`src/sv/frwl_pkg.sv`:
```
// shared types, codes and helpers for the fifo reader/writer lock
// depends on nothing
package frwl_pkg;

    localparam int OP_W    = 2;
    localparam int TAG_W   = 8;
    localparam int MEM_W   = 3;
    localparam int MODE_W  = 2;
    localparam int EV_W    = 3;
    localparam int COUNT_W = 16;

    localparam int DEFAULT_QUEUE_DEPTH = 16;

    localparam logic [OP_W-1:0] OP_ACQUIRE = 2'd0;
    localparam logic [OP_W-1:0] OP_RELEASE = 2'd1;
    localparam logic [OP_W-1:0] OP_CANCEL  = 2'd2;

    localparam logic [MODE_W-1:0] MODE_READ = 2'd0;
    localparam logic [MODE_W-1:0] MODE_RW   = 2'd1;

    localparam logic [EV_W-1:0] EV_GRANTED   = 3'd0;
    localparam logic [EV_W-1:0] EV_QUEUED    = 3'd1;
    localparam logic [EV_W-1:0] EV_RELEASED  = 3'd2;
    localparam logic [EV_W-1:0] EV_CANCELLED = 3'd3;
    localparam logic [EV_W-1:0] EV_NOT_FOUND = 3'd4;
    localparam logic [EV_W-1:0] EV_FULL      = 3'd5;

    localparam logic [COUNT_W-1:0] COUNT_MAX = 16'hFFFF;

    typedef struct packed {
        logic [TAG_W-1:0]  tag;
        logic [MEM_W-1:0]  mem;
        logic [MODE_W-1:0] mode;
    } entry_t;

    typedef struct packed {
        logic [COUNT_W-1:0] reader_count;
        logic [COUNT_W-1:0] writer_count;
        logic [MEM_W-1:0]   write_owner;
    } lock_state_t;

    function automatic logic [COUNT_W-1:0] sat_inc(input logic [COUNT_W-1:0] v);
        return (v == COUNT_MAX) ? v : v + COUNT_W'(1);
    endfunction

    function automatic logic [COUNT_W-1:0] clamp_dec(input logic [COUNT_W-1:0] v);
        return (v == '0) ? v : v - COUNT_W'(1);
    endfunction

endpackage

```
`src/sv/frwl_qmem.sv`:
```
// wait queue storage: one write port, one registered read port
// depends on frwl_pkg for the entry type
module frwl_qmem #(
    parameter int DEPTH = frwl_pkg::DEFAULT_QUEUE_DEPTH
) (
    input  logic                                    clk,
    input  logic                                    wr_en,
    input  logic [((DEPTH > 1) ? $clog2(DEPTH) : 1)-1:0] wr_addr,
    input  frwl_pkg::entry_t                        wr_data,
    input  logic                                    rd_en,
    input  logic [((DEPTH > 1) ? $clog2(DEPTH) : 1)-1:0] rd_addr,
    output frwl_pkg::entry_t                        rd_data
);

    frwl_pkg::entry_t queue_mem [DEPTH];
    frwl_pkg::entry_t rd_data_reg;

    always_ff @(posedge clk)
    begin
        if (wr_en)
        begin
            queue_mem[wr_addr] <= wr_data;
        end
    end

    always_ff @(posedge clk)
    begin
        if (rd_en)
        begin
            rd_data_reg <= queue_mem[rd_addr];
        end
    end

    assign rd_data = rd_data_reg;

endmodule

```
`src/sv/frwl_grant.sv`:
```
// grant check: decides whether a mode can be granted and gives the updated lock state
// depends on frwl_pkg
module frwl_grant (
    input  frwl_pkg::lock_state_t               cur,
    input  logic [frwl_pkg::MEM_W-1:0]          mem_id,
    input  logic [frwl_pkg::MODE_W-1:0]         mode,
    output logic                                ok,
    output frwl_pkg::lock_state_t               nxt
);

    always_comb
    begin
        nxt = cur;
        ok  = 1'b0;
        case (mode)
            frwl_pkg::MODE_READ:
            begin
                if (cur.writer_count == '0)
                begin
                    ok = 1'b1;
                    nxt.reader_count = frwl_pkg::sat_inc(cur.reader_count);
                end
            end
            frwl_pkg::MODE_RW:
            begin
                if (cur.reader_count == '0 && cur.writer_count == '0)
                begin
                    ok = 1'b1;
                    nxt.write_owner  = mem_id;
                    nxt.reader_count = frwl_pkg::sat_inc(cur.reader_count);
                    nxt.writer_count = frwl_pkg::sat_inc(cur.writer_count);
                end
            end
            default:
            begin
                // write, and the unused mode code acts as write
                if (cur.reader_count == '0
                    && (cur.writer_count == '0 || cur.write_owner == mem_id))
                begin
                    ok = 1'b1;
                    nxt.write_owner  = mem_id;
                    nxt.writer_count = frwl_pkg::sat_inc(cur.writer_count);
                end
            end
        endcase
    end

endmodule

```
`src/sv/fifo_reader_writer_lock.sv`:
```
// Reader/writer lock with a FIFO wait queue.
// Command channel (cmd_valid/cmd_stall): op, requester_tag, mem_sel, access_mode.
// Result channel (res_valid/res_stall): result_tag, event_res, last.
// A command transfers when cmd_valid is high and cmd_stall low; the block takes one
// command at a time and holds cmd_stall high until the last result is registered.
// Steps per command, as the sequencer walks the queue memory one port at a time:
//   acquire  S_ACQ, then S_FIN
//   release  S_REL, S_HEAD per waiter granted and for a blocked waiter at the head, then S_FIN
//   cancel   S_SRCH_RD and S_SRCH_CMP per entry searched, then S_SH_RD and S_SH_WR
//            per entry moved up to close the gap, then S_FIN
//   unknown op  no result
// A release gives "release done" and then one "granted" per queue head granted;
// last marks the final result of each command.
// If res_stall is high the result register holds and the sequencer waits on it.
// Reset clears the counts, the queue head and fill and the result valid flag; queue entries
// are not cleared, only those below the fill are read.
module fifo_reader_writer_lock #(
    parameter int QUEUE_DEPTH = frwl_pkg::DEFAULT_QUEUE_DEPTH
) (
    input  logic                            clk,
    input  logic                            rst_n,
    input  logic                            cmd_valid,
    output logic                            cmd_stall,
    input  logic [frwl_pkg::OP_W-1:0]       op,
    input  logic [frwl_pkg::TAG_W-1:0]      requester_tag,
    input  logic [frwl_pkg::MEM_W-1:0]      mem_sel,
    input  logic [frwl_pkg::MODE_W-1:0]     access_mode,
    output logic                            res_valid,
    input  logic                            res_stall,
    output logic [frwl_pkg::TAG_W-1:0]      result_tag,
    output logic [frwl_pkg::EV_W-1:0]       event_res,
    output logic                            last
);

    localparam int AW = (QUEUE_DEPTH > 1) ? $clog2(QUEUE_DEPTH) : 1;
    localparam int FW = $clog2(QUEUE_DEPTH + 1);
    localparam logic [AW:0]   DEPTH_A = (AW+1)'(QUEUE_DEPTH);
    localparam logic [FW-1:0] DEPTH_F = FW'(QUEUE_DEPTH);

    localparam logic [3:0] S_IDLE     = 4'd0;
    localparam logic [3:0] S_ACQ      = 4'd1;
    localparam logic [3:0] S_REL      = 4'd2;
    localparam logic [3:0] S_HEAD     = 4'd3;
    localparam logic [3:0] S_SRCH_RD  = 4'd4;
    localparam logic [3:0] S_SRCH_CMP = 4'd5;
    localparam logic [3:0] S_SH_RD    = 4'd6;
    localparam logic [3:0] S_SH_WR    = 4'd7;
    localparam logic [3:0] S_FIN      = 4'd8;

    function automatic logic [AW-1:0] phys_addr(input logic [AW-1:0] head,
                                                input logic [AW-1:0] lidx);
        logic [AW:0] s;
        s = {1'b0, head} + {1'b0, lidx};
        if (s >= DEPTH_A)
        begin
            s = s - DEPTH_A;
        end
        return s[AW-1:0];
    endfunction

    logic [3:0]                     state_reg, state_next;
    frwl_pkg::lock_state_t          lock_reg, lock_next;
    logic [AW-1:0]                  head_reg, head_next;
    logic [FW-1:0]                  fill_reg, fill_next;
    logic [FW-1:0]                  idx_reg, idx_next;
    logic [frwl_pkg::TAG_W-1:0]     cmd_tag_reg, cmd_tag_next;
    logic [frwl_pkg::MEM_W-1:0]     cmd_mem_reg, cmd_mem_next;
    logic [frwl_pkg::MODE_W-1:0]    cmd_mode_reg, cmd_mode_next;
    logic [frwl_pkg::TAG_W-1:0]     pend_tag_reg, pend_tag_next;
    logic [frwl_pkg::EV_W-1:0]      pend_ev_reg, pend_ev_next;
    logic                           res_valid_reg, res_valid_next;
    logic [frwl_pkg::TAG_W-1:0]     res_tag_reg, res_tag_next;
    logic [frwl_pkg::EV_W-1:0]      res_ev_reg, res_ev_next;
    logic                           res_last_reg, res_last_next;

    logic                           out_free;
    logic [AW-1:0]                  head_inc;
    logic [FW-1:0]                  idx_plus;
    logic                           rd_en;
    logic [AW-1:0]                  rd_lidx;
    logic                           wr_en;
    logic [AW-1:0]                  wr_lidx;
    frwl_pkg::entry_t               wr_data;
    frwl_pkg::entry_t               rd_data;
    logic [frwl_pkg::MEM_W-1:0]     g_mem;
    logic [frwl_pkg::MODE_W-1:0]    g_mode;
    logic                           g_ok;
    frwl_pkg::lock_state_t          g_nxt;

    frwl_qmem #(
        .DEPTH (QUEUE_DEPTH)
    ) u_qmem (
        .clk     (clk),
        .wr_en   (wr_en),
        .wr_addr (phys_addr(head_reg, wr_lidx)),
        .wr_data (wr_data),
        .rd_en   (rd_en),
        .rd_addr (phys_addr(head_reg, rd_lidx)),
        .rd_data (rd_data)
    );

    // the queue head is checked from memory, everything else from the latched command
    assign g_mem  = (state_reg == S_HEAD) ? rd_data.mem  : cmd_mem_reg;
    assign g_mode = (state_reg == S_HEAD) ? rd_data.mode : cmd_mode_reg;

    frwl_grant u_grant (
        .cur    (lock_reg),
        .mem_id (g_mem),
        .mode   (g_mode),
        .ok     (g_ok),
        .nxt    (g_nxt)
    );

    assign out_free = !res_valid_reg || !res_stall;
    assign head_inc = (head_reg == AW'(QUEUE_DEPTH - 1)) ? '0 : head_reg + AW'(1);
    assign idx_plus = idx_reg + FW'(1);
    // a gap close moves the entry just read, otherwise the latched command is queued
    assign wr_data  = (state_reg == S_SH_WR) ? rd_data
                    : frwl_pkg::entry_t'{tag: cmd_tag_reg, mem: cmd_mem_reg,
                                         mode: cmd_mode_reg};

    always_comb
    begin
        state_next     = state_reg;
        lock_next      = lock_reg;
        head_next      = head_reg;
        fill_next      = fill_reg;
        idx_next       = idx_reg;
        cmd_tag_next   = cmd_tag_reg;
        cmd_mem_next   = cmd_mem_reg;
        cmd_mode_next  = cmd_mode_reg;
        pend_tag_next  = pend_tag_reg;
        pend_ev_next   = pend_ev_reg;
        res_valid_next = res_valid_reg && res_stall;
        res_tag_next   = res_tag_reg;
        res_ev_next    = res_ev_reg;
        res_last_next  = res_last_reg;
        rd_en          = 1'b0;
        rd_lidx        = '0;
        wr_en          = 1'b0;
        wr_lidx        = '0;

        case (state_reg)
            S_IDLE:
            begin
                if (cmd_valid)
                begin
                    cmd_tag_next  = requester_tag;
                    cmd_mem_next  = mem_sel;
                    cmd_mode_next = access_mode;
                    idx_next      = '0;
                    case (op)
                        frwl_pkg::OP_ACQUIRE: state_next = S_ACQ;
                        frwl_pkg::OP_RELEASE: state_next = S_REL;
                        frwl_pkg::OP_CANCEL:  state_next = S_SRCH_RD;
                        default:              state_next = S_IDLE;
                    endcase
                end
            end
            S_ACQ:
            begin
                pend_tag_next = cmd_tag_reg;
                if (fill_reg == '0 && g_ok)
                begin
                    lock_next    = g_nxt;
                    pend_ev_next = frwl_pkg::EV_GRANTED;
                end
                else if (fill_reg < DEPTH_F)
                begin
                    wr_en        = 1'b1;
                    wr_lidx      = fill_reg[AW-1:0];
                    fill_next    = fill_reg + FW'(1);
                    pend_ev_next = frwl_pkg::EV_QUEUED;
                end
                else
                begin
                    pend_ev_next = frwl_pkg::EV_FULL;
                end
                state_next = S_FIN;
            end
            S_REL:
            begin
                case (cmd_mode_reg)
                    frwl_pkg::MODE_READ:
                    begin
                        lock_next.reader_count = frwl_pkg::clamp_dec(lock_reg.reader_count);
                    end
                    frwl_pkg::MODE_RW:
                    begin
                        lock_next.reader_count = frwl_pkg::clamp_dec(lock_reg.reader_count);
                        lock_next.writer_count = frwl_pkg::clamp_dec(lock_reg.writer_count);
                    end
                    default:
                    begin
                        lock_next.writer_count = frwl_pkg::clamp_dec(lock_reg.writer_count);
                    end
                endcase
                pend_tag_next = cmd_tag_reg;
                pend_ev_next  = frwl_pkg::EV_RELEASED;
                if (fill_reg == '0)
                begin
                    state_next = S_FIN;
                end
                else
                begin
                    rd_en      = 1'b1;
                    rd_lidx    = '0;
                    state_next = S_HEAD;
                end
            end
            S_HEAD:
            begin
                // the held result goes out as not-last only once another grant follows
                if (!g_ok)
                begin
                    state_next = S_FIN;
                end
                else if (out_free)
                begin
                    res_valid_next = 1'b1;
                    res_tag_next   = pend_tag_reg;
                    res_ev_next    = pend_ev_reg;
                    res_last_next  = 1'b0;
                    lock_next      = g_nxt;
                    pend_tag_next  = rd_data.tag;
                    pend_ev_next   = frwl_pkg::EV_GRANTED;
                    head_next      = head_inc;
                    fill_next      = fill_reg - FW'(1);
                    if (fill_reg == FW'(1))
                    begin
                        state_next = S_FIN;
                    end
                    else
                    begin
                        // next head sits one past the current head
                        rd_en   = 1'b1;
                        rd_lidx = AW'(1);
                    end
                end
            end
            S_SRCH_RD:
            begin
                if (idx_reg == fill_reg)
                begin
                    pend_tag_next = cmd_tag_reg;
                    pend_ev_next  = frwl_pkg::EV_NOT_FOUND;
                    state_next    = S_FIN;
                end
                else
                begin
                    rd_en      = 1'b1;
                    rd_lidx    = idx_reg[AW-1:0];
                    state_next = S_SRCH_CMP;
                end
            end
            S_SRCH_CMP:
            begin
                if (rd_data.tag == cmd_tag_reg)
                begin
                    pend_tag_next = cmd_tag_reg;
                    pend_ev_next  = frwl_pkg::EV_CANCELLED;
                    state_next    = S_SH_RD;
                end
                else
                begin
                    idx_next   = idx_plus;
                    state_next = S_SRCH_RD;
                end
            end
            S_SH_RD:
            begin
                // close the gap one entry at a time
                if (idx_plus < fill_reg)
                begin
                    rd_en      = 1'b1;
                    rd_lidx    = idx_plus[AW-1:0];
                    state_next = S_SH_WR;
                end
                else
                begin
                    fill_next  = fill_reg - FW'(1);
                    state_next = S_FIN;
                end
            end
            S_SH_WR:
            begin
                wr_en      = 1'b1;
                wr_lidx    = idx_reg[AW-1:0];
                idx_next   = idx_plus;
                state_next = S_SH_RD;
            end
            S_FIN:
            begin
                if (out_free)
                begin
                    res_valid_next = 1'b1;
                    res_tag_next   = pend_tag_reg;
                    res_ev_next    = pend_ev_reg;
                    res_last_next  = 1'b1;
                    state_next     = S_IDLE;
                end
            end
            default:
            begin
                state_next = S_IDLE;
            end
        endcase
    end

    always_ff @(posedge clk or negedge rst_n)
    begin
        if (!rst_n)
        begin
            state_reg     <= S_IDLE;
            lock_reg      <= '0;
            head_reg      <= '0;
            fill_reg      <= '0;
            res_valid_reg <= 1'b0;
        end
        else
        begin
            state_reg     <= state_next;
            lock_reg      <= lock_next;
            head_reg      <= head_next;
            fill_reg      <= fill_next;
            res_valid_reg <= res_valid_next;
        end
    end

    always_ff @(posedge clk)
    begin
        idx_reg      <= idx_next;
        cmd_tag_reg  <= cmd_tag_next;
        cmd_mem_reg  <= cmd_mem_next;
        cmd_mode_reg <= cmd_mode_next;
        pend_tag_reg <= pend_tag_next;
        pend_ev_reg  <= pend_ev_next;
        res_tag_reg  <= res_tag_next;
        res_ev_reg   <= res_ev_next;
        res_last_reg <= res_last_next;
    end

    assign cmd_stall  = (state_reg != S_IDLE);
    assign res_valid  = res_valid_reg;
    assign result_tag = res_tag_reg;
    assign event_res  = res_ev_reg;
    assign last       = res_last_reg;

endmodule

```
`config.mk`:
```
export PLATFORM = sky130hd
export DESIGN_NAME = fifo_reader_writer_lock
export DESIGN_NICKNAME = d
export VERILOG_FILES = /design/src/sv/frwl_pkg.sv /design/src/sv/frwl_qmem.sv /design/src/sv/frwl_grant.sv /design/src/sv/fifo_reader_writer_lock.sv
export SDC_FILE = /design/constraint.sdc
export NUM_CORES = 1
export LEC_CHECK = 0
export BUFFER_PORTS_ARGS = -buffer_cell sky130_fd_sc_hd__buf_2
export CAP_MARGIN = 20
export CORE_MARGIN = 5
export CORE_UTILIZATION = 57
export DETAILED_ROUTE_END_ITERATION = 12
export HOLD_SLACK_MARGIN = 0.05
export PLACE_DENSITY = 0.76
export SYNTH_ARGS = -nofsm -noshare
export SYNTH_HDL_FRONTEND = slang
export SYNTH_HIERARCHICAL = 1
export SYNTH_SLANG_ARGS = --single-unit
```
`constraint.sdc`:
```
create_clock -name clk -period 5.55 [get_ports clk]
set_clock_uncertainty 0.05 [all_clocks]
set_input_delay 0.555 -clock clk [delete_from_list [all_inputs] [get_ports clk]]
set_output_delay 0.555 -clock clk [all_outputs]
set_load 0.005 [all_outputs]
```
==> impl_metrics.json, run 1 <==
{
  "clock-sinks": 311,
  "cp.arrival_ns": 5.10,
  "report.final.slew_viol_count": 0,
  "grt_overflow": 0,
  "cts-buffers-inserted": 34,
  "p_leak_nw": 5.774,
  "viasPerCell": 6.482,
  "num_antenna_cells": 0,
  "power.density_nw_per_um2": 426.3,
  "via_count": 9554,
  "grt_pass1_wl_um": 53740,
  "worstRegToRegCells": 15,
  "synth_warnings": 6,
  "cts.clk_slew.worst_paths_ns": 0.07,
  "wl_um": 33400,
  "fmax_ghz": 0.2019,
  "cts-root-buf": "clkbuf_16",
  "drc": 0,
  "syn2layout_area_growth_pct": 11.60,
  "avgSynthCellArea_sq_um": 14.31,
  "yosysUniqueCellTypes": 82,
  "synthCells": 1051,
  "wl_per_cell_um": 22.66,
  "startpoint_type": "flip-flop",
  "ys_ff_latch": 311,
  "largest_register_ffs": 208,
  "rrSetupSlack_ns": 0.60,
  "postCtsSetupRepairBufs": 0,
  "r2r-start": "state_reg[2]$_DFFE_PN0P_",
  "tightest_slew_ns": 0.9281,
  "ys_top_cells_by_area": "edfxtp_1 52%, dfrtp_1 8.2%, mux4_1 4.2%, mux4_2 4.2%, mux2_2 2.5%",
  "finalHoldViolCount": 0,
  "final.setup.tns_ns": 0,
  "grt_pass1_vias": 9469,
  "synth_edf_count": 262,
  "synth-async-reset-ratio_pct": 15.76,
  "cts_tree": "done",
  "fin_nets": 1158,
  "initial_core_util_pct": 57.72,
  "slew-limit-headroom_pct": 38.00,
  "critPathKind": "reg2reg",
  "grt_start_max_net_pins": 55,
  "reg2reg_to": "u_qmem/queue_mem[0][3]$_DFFE_PP_",
  "dpl.hpwl_um": 22090,
  "clk_latency_ns": 0.53,
  "cts_resized": 0,
  "utilization_pct": 64.42,
  "min_period_ns": 4.952,
  "gp_congestion": 0.9279,
  "fill_cells": 1813,
  "drtAntennaViolNets": 0,
  "p_sw_mw": 2.272,
  "drive_gt1_share_pct": 19.32,
  "yosysSeqAreaShare_pct": 60.46,
  "ctsHoldBuffers": 0,
  "ir_worst_vdd_v": 0.0003207,
  "hold_path_class": "in2async",
  "drt_iter0_markers": 1312,
  "drt-pass1-iter-count": 6,
  "synth_top_area_share_pct": 52.30,
  "rsz0062_at_grt": "false",
  "synth-main-ff-cell": "edfxtp_1",
  "p_clk_share_pct": 29.7,
  "endpoint_kind": "flip-flop",
  "setup_violations": 0,
  "status": "finished clean",
  "row_count": 59,
  "coreArea_sq_um": 26060,
  "cp.required_ns": 5.70,
  "grt_use_total_pct": 23.11,
  "ios": 33,
  "seq_power_share_pct": 46.8,
  "antenna_found_initial": 0,
  "crit_fanout": 18,
  "htree_num_levels": 2,
  "die_area_sq_um": 29740,
  "synth_top_area_cell": "edfxtp_1",
  "cts_buffer_depth": 3,
  "netSwitchingFraction_pct": 31.76,
  "die_w_um": 172.4,
  "power_frac_comb_pct": 23.5,
  "die_h_um": 172.4,
  "synth_fp_nets": 1095,
  "synth_area_sq_um": 15040,
  "port_buffers": 32,
  "internal-power_mw": 4.883,
  "min_period_over_period_pct": 89.22,
  "cap_violations": 0
}
==> power by group through the flow <==
stage,Sequential (mW),Combinational [mW],Clock [mW]
final,3.35,1.68,2.13
after global routing,3.39,1.86,2.28
after CTS,3.34,1.67,2.17
after detailed placement,3.38,1.66,0
after global placement,3.38,1.61,0
after floorplan,3.27,1.24,0
==> layer usage <==
layer	track usage [%]	vias up	routed length, um
met3	3.772	50	2349
met4	6.118	0	692
li1	-	4324	-
met1	33.83	4772	14500
met2	36.56	408	15860
met5	0	-	0
==> cells by family after synthesis <==
group / share of synthesized area [%]
xor+xnor: 2.853
mux: 11.57
simple gates: 11.70
flops: 60.46
compound gates: 9.150
fa+ha+maj: 2.179
buf+inv: 2.096
==> Yosys cell counts (6+ instances only) <==
| master | instances |
|---|---|
| buf_6 | 6 |
| nand3_1 | 31 |
| and3_1 | 23 |
| ha_1 | 23 |
| and2_1 | 6 |
| nor3_1 | 22 |
| clkbuf_1 | 23 |
| mux4_1 | 24 |
| xor2_1 | 14 |
| o21ai_0 | 36 |
| nand4_1 | 24 |
| o211ai_1 | 7 |
| xnor2_1 | 35 |
| inv_1 | 21 |
| o22ai_1 | 8 |
| nand3b_1 | 9 |
| and4_1 | 6 |
| buf_2 | 12 |
| a22o_1 | 7 |
| nor2_1 | 47 |
| dfrtp_1 | 49 |
| mux2_2 | 33 |
| mux2_1 | 6 |
| nand2_1 | 70 |
| nor4_1 | 9 |
| nor2b_1 | 8 |
| edfxtp_1 | 262 |
| a22oi_1 | 31 |
| a31oi_1 | 21 |
| nand2b_1 | 8 |
| a21oi_1 | 44 |
| mux4_2 | 28 |
==> through the flow <==
step	area (sq um)	cells	total power, mW	setup slack (ns)	hold slack (ns)
6_report	16790	1474	7.156	0.5982	0.08961
5_1_grt	16790	1474	7.532	0.3134	0.1343
4_1_cts	16790	1474	7.183	0.6188	0.1232
3_5_place_dp	15730	1413	5.044	0.6712	0.3554
3_3_place_gp	15730	1412	4.989	0.8087	0.3526
2_1_floorplan	15040	1051	4.511	0.04923	0.2094
==> final cells by class <==
class / count / area (sq um) / share of cell area (%)
Sequential cell: 311 / 9094 / 54.17
Multi-Input combinational cell: 674 / 5668 / 33.77
Clock buffer: 44 / 908.4 / 5.411
Timing Repair Buffer: 72 / 470.5 / 2.803
Tap cell: 335 / 419.2 / 2.497
Clock inverter: 17 / 147.6 / 0.8795
Inverter: 21 / 78.83 / 0.4696
==> layout by cell type (no fill, tap or decap), types with 9 or more instances in the layout <==
cell	count
xor2_1	14
nor2_1	47
dfrtp_1	49
inv_1	21
buf_4	38
mux2_2	33
nor3_1	18
nand3b_1	9
and3_1	23
a22oi_1	31
buf_2	33
nand2_1	70
xnor2_1	35
nand4_1	24
a31oi_1	21
a21oi_1	44
o21ai_0	36
clkbuf_16	34
nor4_1	9
mux4_2	28
edfxtp_1	262
nand3_1	31
ha_1	22
mux4_1	24
==> worst max path at each step <==
| stage | from | to | slack, ns |
|---|---|---|---|
| 5_1_grt | state_reg[2]$_DFFE_PN0P_ | u_qmem/queue_mem[14][4]$_DFFE_PP_ | 0.31 |
| 3_5_place_dp | state_reg[2]$_DFFE_PN0P_ | u_qmem/queue_mem[0][7]$_DFFE_PP_ | 0.67 |
| 2_1_floorplan | state_reg[3]$_DFFE_PN0P_ | u_qmem/queue_mem[0][0]$_DFFE_PP_ | 0.05 |
| 4_1_cts | state_reg[2]$_DFFE_PN0P_ | u_qmem/queue_mem[0][2]$_DFFE_PP_ | 0.62 |
| 6_report | state_reg[2]$_DFFE_PN0P_ | u_qmem/queue_mem[0][3]$_DFFE_PP_ | 0.60 |
| 3_3_place_gp | state_reg[2]$_DFFE_PN0P_ | u_qmem/queue_mem[0][9]$_DFFE_PP_ | 0.81 |
==> critical path, stage by stage (launching register included) <==
cell       delay (ns)
dfrtp_1          0.38
and4bb_2         0.63
mux2_2           0.42
xnor2_1          0.13
nand4_1          0.13
a21oi_1          0.15
a2111oi_4        0.57
a22o_1           0.29
ha_1             0.25
a21o_1           0.16
a21oi_1          0.17
xnor2_1          0.15
xnor2_1          0.18
or3b_2           0.55
nor3_2           0.13
buf_4            0.26
Note: power is estimated with default switching activity, not from simulation.
==> run 2: changes to the inputs <==
--- a/config.mk
+++ b/config.mk
@@ -11,6 +11,7 @@
 export CORE_UTILIZATION = 57
 export DETAILED_ROUTE_END_ITERATION = 12
 export HOLD_SLACK_MARGIN = 0.05
+export MAX_ROUTING_LAYER = met4
 export PLACE_DENSITY = 0.76
 export SYNTH_ARGS = -nofsm -noshare
 export SYNTH_HDL_FRONTEND = slang
==> impl_metrics.json, run 2 (synthesis results as in run 1) <==
{
  "drt_iter0_markers": 1397,
  "endpoint_kind": "flip-flop",
  "mostFrequentLayoutCells": "262 x edfxtp_1, 70 x nand2_1, 49 x dfrtp_1, 47 x nor2_1, 44 x a21oi_1",
  "met2_usage_pct": 36.63,
  "cts.clk_slew.worst_paths_ns": 0.06,
  "ctsHoldBuffers": 0,
  "crit_fanout": 18,
  "drt-pass1-iter-count": 5,
  "die_h_um": 172.4,
  "startpoint_type": "flip-flop",
  "power.density_nw_per_um2": 426.1,
  "cp_common_cell": "xnor2_1",
  "rrSetupSlack_ns": 0.61,
  "rsz0062_at_grt": "false",
  "clk_latency_ns": 0.53,
  "crit_cells": 15,
  "busiest_layer": "met2",
  "largest_register_ffs": 208,
  "drive_gt1_share_pct": 19.32,
  "cp.required_ns": 5.70,
  "status": "finished clean",
  "grt_use_total_pct": 23.86,
  "cts_resized": 0,
  "slew-limit-headroom_pct": 38.37,
  "grt_pass1_wl_um": 53840,
  "cts-root-buf": "clkbuf_16",
  "via_count": 9589,
  "grt_use_met1_pct": 33.93,
  "clock-sinks": 311,
  "final_common_cell": "edfxtp_1",
  "antenna_found_initial": 0,
  "wl_um": 33290,
  "coreArea_sq_um": 26060,
  "slowest_stage": "and4bb_2",
  "grt_start_max_net_pins": 55,
  "path_cells": "and4bb_2 -> mux2_2 -> xnor2_1 -> nand4_1 -> a21oi_1 -> a2111oi_4 -> a22o_1 -> ha_1 -> a21o_1 -> a21oi_1 -> xnor2_1 -> xnor2_1 -> or3b_2 -> nor3_2 -> buf_4",
  "p_leak_nw": 5.774,
  "reg2reg_to": "u_qmem/queue_mem[0][3]$_DFFE_PP_",
  "report.final.slew_viol_count": 0,
  "wl_per_cell_um": 22.59,
  "viasPerCell": 6.505,
  "cap_violations": 0,
  "row_count": 59,
  "utilization_pct": 64.42,
  "drtAntennaViolNets": 0,
  "htree_num_levels": 2,
  "startpoint": "state_reg[2]$_DFFE_PN0P_",
  "drc": 0,
  "fmax_ghz": 0.2023,
  "min_period_over_period_pct": 89.05,
  "syn2layout_area_growth_pct": 11.60,
  "final.setup.tns_ns": 0,
  "tightest_slew_ns": 0.9225,
  "port_buffers": 32,
  "finalHoldViolCount": 0,
  "met3_usage_pct": 3.749,
  "num_antenna_cells": 0,
  "fin_nets": 1158,
  "cp.arrival_ns": 5.10,
  "min_period_ns": 4.942,
  "ios": 33,
  "grt_overflow": 0,
  "die_w_um": 172.4,
  "crit_family": "simple AND/OR/NAND/NOR gates",
  "gp_congestion": 0.9443,
  "critPathKind": "reg2reg",
  "cts-buffers-inserted": 34,
  "path_buf_inv": 1,
  "ir_worst_vdd_v": 0.0003210,
  "initial_core_util_pct": 57.72,
  "cts_tree": "done",
  "hold_path_class": "in2async",
  "cp-endpoint": "u_qmem/queue_mem[0][3]$_DFFE_PP_",
  "die_area_sq_um": 29740,
  "postCtsSetupRepairBufs": 0,
  "slowest_delay_ns": 0.62,
  "cts_buffer_depth": 3,
  "setup_violations": 0,
  "r2r-start": "state_reg[2]$_DFFE_PN0P_",
  "dpl.hpwl_um": 22090,
  "worstRegToRegCells": 15,
  "fill_cells": 1813,
  "grt_pass1_vias": 9438
}
run 2: cell counts in the layout (fill, tap and decap cells not counted):
No cell type changed its count.
run 2: how the worst min path moves through the flow:
stage / startpoint / to / slack (ns) / depth (start not counted)
floorplan: rst_n / fill_reg[0]$_DFFE_PN0P_ / 0.21 / 0
global placement: pend_tag_reg[4]$_DFFE_PP_ / result_tag[4]$_DFFE_PP_ / 0.35 / 0
detailed placement: pend_tag_reg[3]$_DFFE_PP_ / result_tag[3]$_DFFE_PP_ / 0.36 / 0
CTS: rst_n / fill_reg[4]$_DFFE_PN0P_ / 0.12 / 2
global route: requester_tag[4] / cmd_tag_reg[4]$_DFFE_PP_ / 0.13 / 1
finish: rst_n / fill_reg[4]$_DFFE_PN0P_ / 0.09 / 2
run 2: cell type report:
class | instances | area (sq um) | area share, %
timing repair buffer | 72 | 470.5 | 2.803
inverter | 21 | 78.83 | 0.4696
sequential | 311 | 9094 | 54.17
multi-input combinational | 674 | 5668 | 33.77
clock inverter | 17 | 147.6 | 0.8795
tap | 335 | 419.2 | 2.497
clock buffer | 44 | 908.4 | 5.411
run 2: through the flow:
step           power (mW)  setup slack [ns]  hold WS, ns  instances  instance area (sq um)
3_5_place_dp        5.044            0.6712       0.3554       1413                  15730
5_1_grt             7.535            0.3143       0.1343       1474                  16790
3_3_place_gp        4.989            0.8087       0.3526       1412                  15730
6_report            7.153            0.6076      0.08847       1474                  16790
4_1_cts             7.183            0.6188       0.1232       1474                  16790
2_1_floorplan       4.511           0.04923       0.2094       1051                  15040
run 2: layer usage:
layer,routed length (um),vias up
li1,-,4331
met1,14440,4802
met2,15760,400
met3,2387,56
met4,701,0
met5,0,-
run 2: power by group:
part	total, mW	switching [mW]	internal, mW
sequential	3.35	0.369	2.98
clock	2.13	0.905	1.22
combinational	1.68	0.996	0.683
total	7.15	2.27	4.88
==> run 3: changes to the inputs <==
--- a/config.mk
+++ b/config.mk
@@ -9,6 +9,7 @@
 export CAP_MARGIN = 20
 export CORE_MARGIN = 5
 export CORE_UTILIZATION = 57
+export CTS_CLUSTER_DIAMETER = 120
 export DETAILED_ROUTE_END_ITERATION = 12
 export HOLD_SLACK_MARGIN = 0.05
 export MAX_ROUTING_LAYER = met4
==> constraint.sdc (replaced) <==
create_clock -name clk -period 4.1 [get_ports clk]
set_clock_uncertainty 0.05 [all_clocks]
set_input_delay 0.41 -clock clk [delete_from_list [all_inputs] [get_ports clk]]
set_output_delay 0.41 -clock clk [all_outputs]
set_load 0.005 [all_outputs]
==> impl_metrics.json, run 3 (synthesis results as in run 1) <==
{
  "clk_latency_ns": 0.52,
  "whs_ns": 0.2131,
  "drive_gt1_share_pct": 31.65,
  "finalHoldViolCount": 0,
  "wl_per_cell_um": 24.57,
  "cp_common_cell": "xnor2_2",
  "met2_usage_pct": 41.55,
  "cts_buffer_depth": 3,
  "viasPerCell": 6.552,
  "fmax_ghz": 0.2302,
  "wl_um": 39290,
  "ios": 33,
  "cts.clk_slew.worst_paths_ns": 0.06,
  "syn2layout_area_growth_pct": 23.12,
  "clock-sinks": 311,
  "fin_nets": 1285,
  "fill_cells": 1583,
  "coreArea_sq_um": 26060,
  "hold_path_class": "in2reg",
  "setup_violations": 204,
  "cts-root-buf": "clkbuf_16",
  "report.final.slew_viol_count": 0,
  "min-delay-start": "res_stall",
  "startpoint": "state_reg[3]$_DFFE_PN0P_",
  "cts_tree": "done",
  "grt_use_total_pct": 25.68,
  "slew-limit-headroom_pct": 44.41,
  "largest_register_ffs": 208,
  "ir_worst_vdd_v": 0.0005439,
  "tightest_slew_ns": 0.8338,
  "cap_violations": 0,
  "startpoint_type": "flip-flop",
  "via_count": 10480,
  "min_period_ns": 4.345,
  "r2r-start": "state_reg[3]$_DFFE_PN0P_",
  "grt_use_met1_pct": 33.26,
  "die_w_um": 172.4,
  "slowest_delay_ns": 0.45,
  "grt_pass1_wl_um": 57080,
  "drtAntennaViolNets": 0,
  "num_antenna_cells": 0,
  "met3_usage_pct": 5.304,
  "port_buffers": 32,
  "busiest_layer": "met2",
  "grt_start_max_net_pins": 54,
  "antenna_found_initial": 0,
  "row_count": 59,
  "cp.arrival_ns": 4.52,
  "status": "finished with violations",
  "cts-buffers-inserted": 34,
  "drt_iter0_markers": 1461,
  "drc": 0,
  "grt_pass1_vias": 10150,
  "endpoint_kind": "flip-flop",
  "violations": "setup timing",
  "dpl.hpwl_um": 23740,
  "mostFrequentLayoutCells": "262 x edfxtp_1, 120 x buf_4, 62 x nand2_1, 49 x dfrtp_1, 40 x a21oi_1",
  "drt-pass1-iter-count": 6,
  "gp_congestion": 0.9187,
  "die_h_um": 172.4,
  "design_area_sq_um": 18520,
  "crit_fanout": 6,
  "htree_num_levels": 2,
  "final_common_cell": "edfxtp_1",
  "rsz0062_at_grt": "true",
  "initial_core_util_pct": 57.72,
  "slowest_stage": "or3b_4",
  "min_period_over_period_pct": 106.0,
  "path_cells": "and4bb_4 -> buf_12 -> mux2_4 -> o31a_1 -> a21oi_4 -> a2111oi_4 -> a22o_1 -> ha_1 -> a21o_1 -> a21oi_2 -> xnor2_2 -> xnor2_2 -> or3b_4 -> nor3_4 -> clkbuf_16",
  "p_leak_nw": 6.540,
  "grt_overflow": 0,
  "critPathKind": "reg2reg",
  "die_area_sq_um": 29740,
  "timing.final.ws_setup_ns": -0.2449,
  "cp.required_ns": 4.28,
  "dpl_cell_area_sq_um": 16570,
  "power.density_nw_per_um2": 584.2
}
-- run 3: changes by cell type in the layout (fill, tap and decap cells not counted), sizes merged, moves of 3 or more --
cell         change
buf            +108
dlygate4sd3     +14
clkinv           -6
bufinv           +6
clkinvlp         +3
-- run 3: layer usage --
metal,wire [um],share of wire [%]
met1,15280,39
met2,19770,50
met3,3127,8.0
met4,1106,2.8
met5,0,0
-- run 3: final cells by class --
| cell class | count | area (sq um) | area share (%) |
|---|---|---|---|
| Clock buffer | 40 | 873.3 | 4.716 |
| Clock inverter | 19 | 292.8 | 1.581 |
| Inverter | 21 | 78.83 | 0.4256 |
| Multi-Input combinational cell | 674 | 6000 | 32.40 |
| Sequential cell | 311 | 9094 | 49.10 |
| Tap cell | 335 | 419.2 | 2.263 |
| Timing Repair Buffer | 199 | 1762 | 9.513 |
-- run 3: timing repair --
item                       4_1_cts  5_1_grt
hold endpoints to repair        35        0
pin swaps                       14       20
gates resized for setup         33       64
setup buffers                    3       12
hold buffers                    14        0
setup endpoints to repair      221      221
gates cloned                     2        7
-- run 3: path summary, 6_finish.rpt --
check                                                    to  slack [ns]  cells after the start
min                                          last$_DFFE_PP_        0.21                      2
min in group asynchronous           fill_reg[3]$_DFFE_PN0P_        0.40                      2
max reg2reg                u_qmem/queue_mem[0][2]$_DFFE_PP_       -0.24                     15
min reg2reg                          event_res[1]$_DFFE_PP_        0.37                      0
max                        u_qmem/queue_mem[0][2]$_DFFE_PP_       -0.24                     15
max in group asynchronous          lock_reg[20]$_DFFE_PN0P_        2.73                      3
-- run 3: power by group --
group | switching, mW | internal (mW) | leakage (nW)
Sequential | 0.247 | 4.04 | 2.98
Combinational | 1.90 | 1.39 | 3.00
Clock | 1.27 | 1.98 | 0.558
-- run 3: per-stage QoR --
stage               power [mW]  setup TNS [ns]  utilization [%]  instances  setup WS, ns
floorplan                6.126          -67.64                -       1051       -0.4371
global route             11.27          -51.11            71.07       1599       -0.3599
finish                   10.82          -28.71            71.07       1599       -0.2449
detailed placement       7.249          -18.25            63.58       1502       -0.1920
global placement         7.140          -1.698            63.58       1502      -0.09798
CTS                      10.58          -1.363            69.35       1580      -0.08638
-- run 3: worst max-delay path: cells and delay by family, from the launching register on --
family / cells / cell delay, ns
xor gates and xnor gates: 2 / 0.33
buffers and inverters: 2 / 0.34
DFF: 1 / 0.38
muxes: 1 / 0.30
adders and majority gates: 1 / 0.28
and+or+nand+nor: 3 / 1.13
AOI/OAI and AO/OA: 6 / 1.24
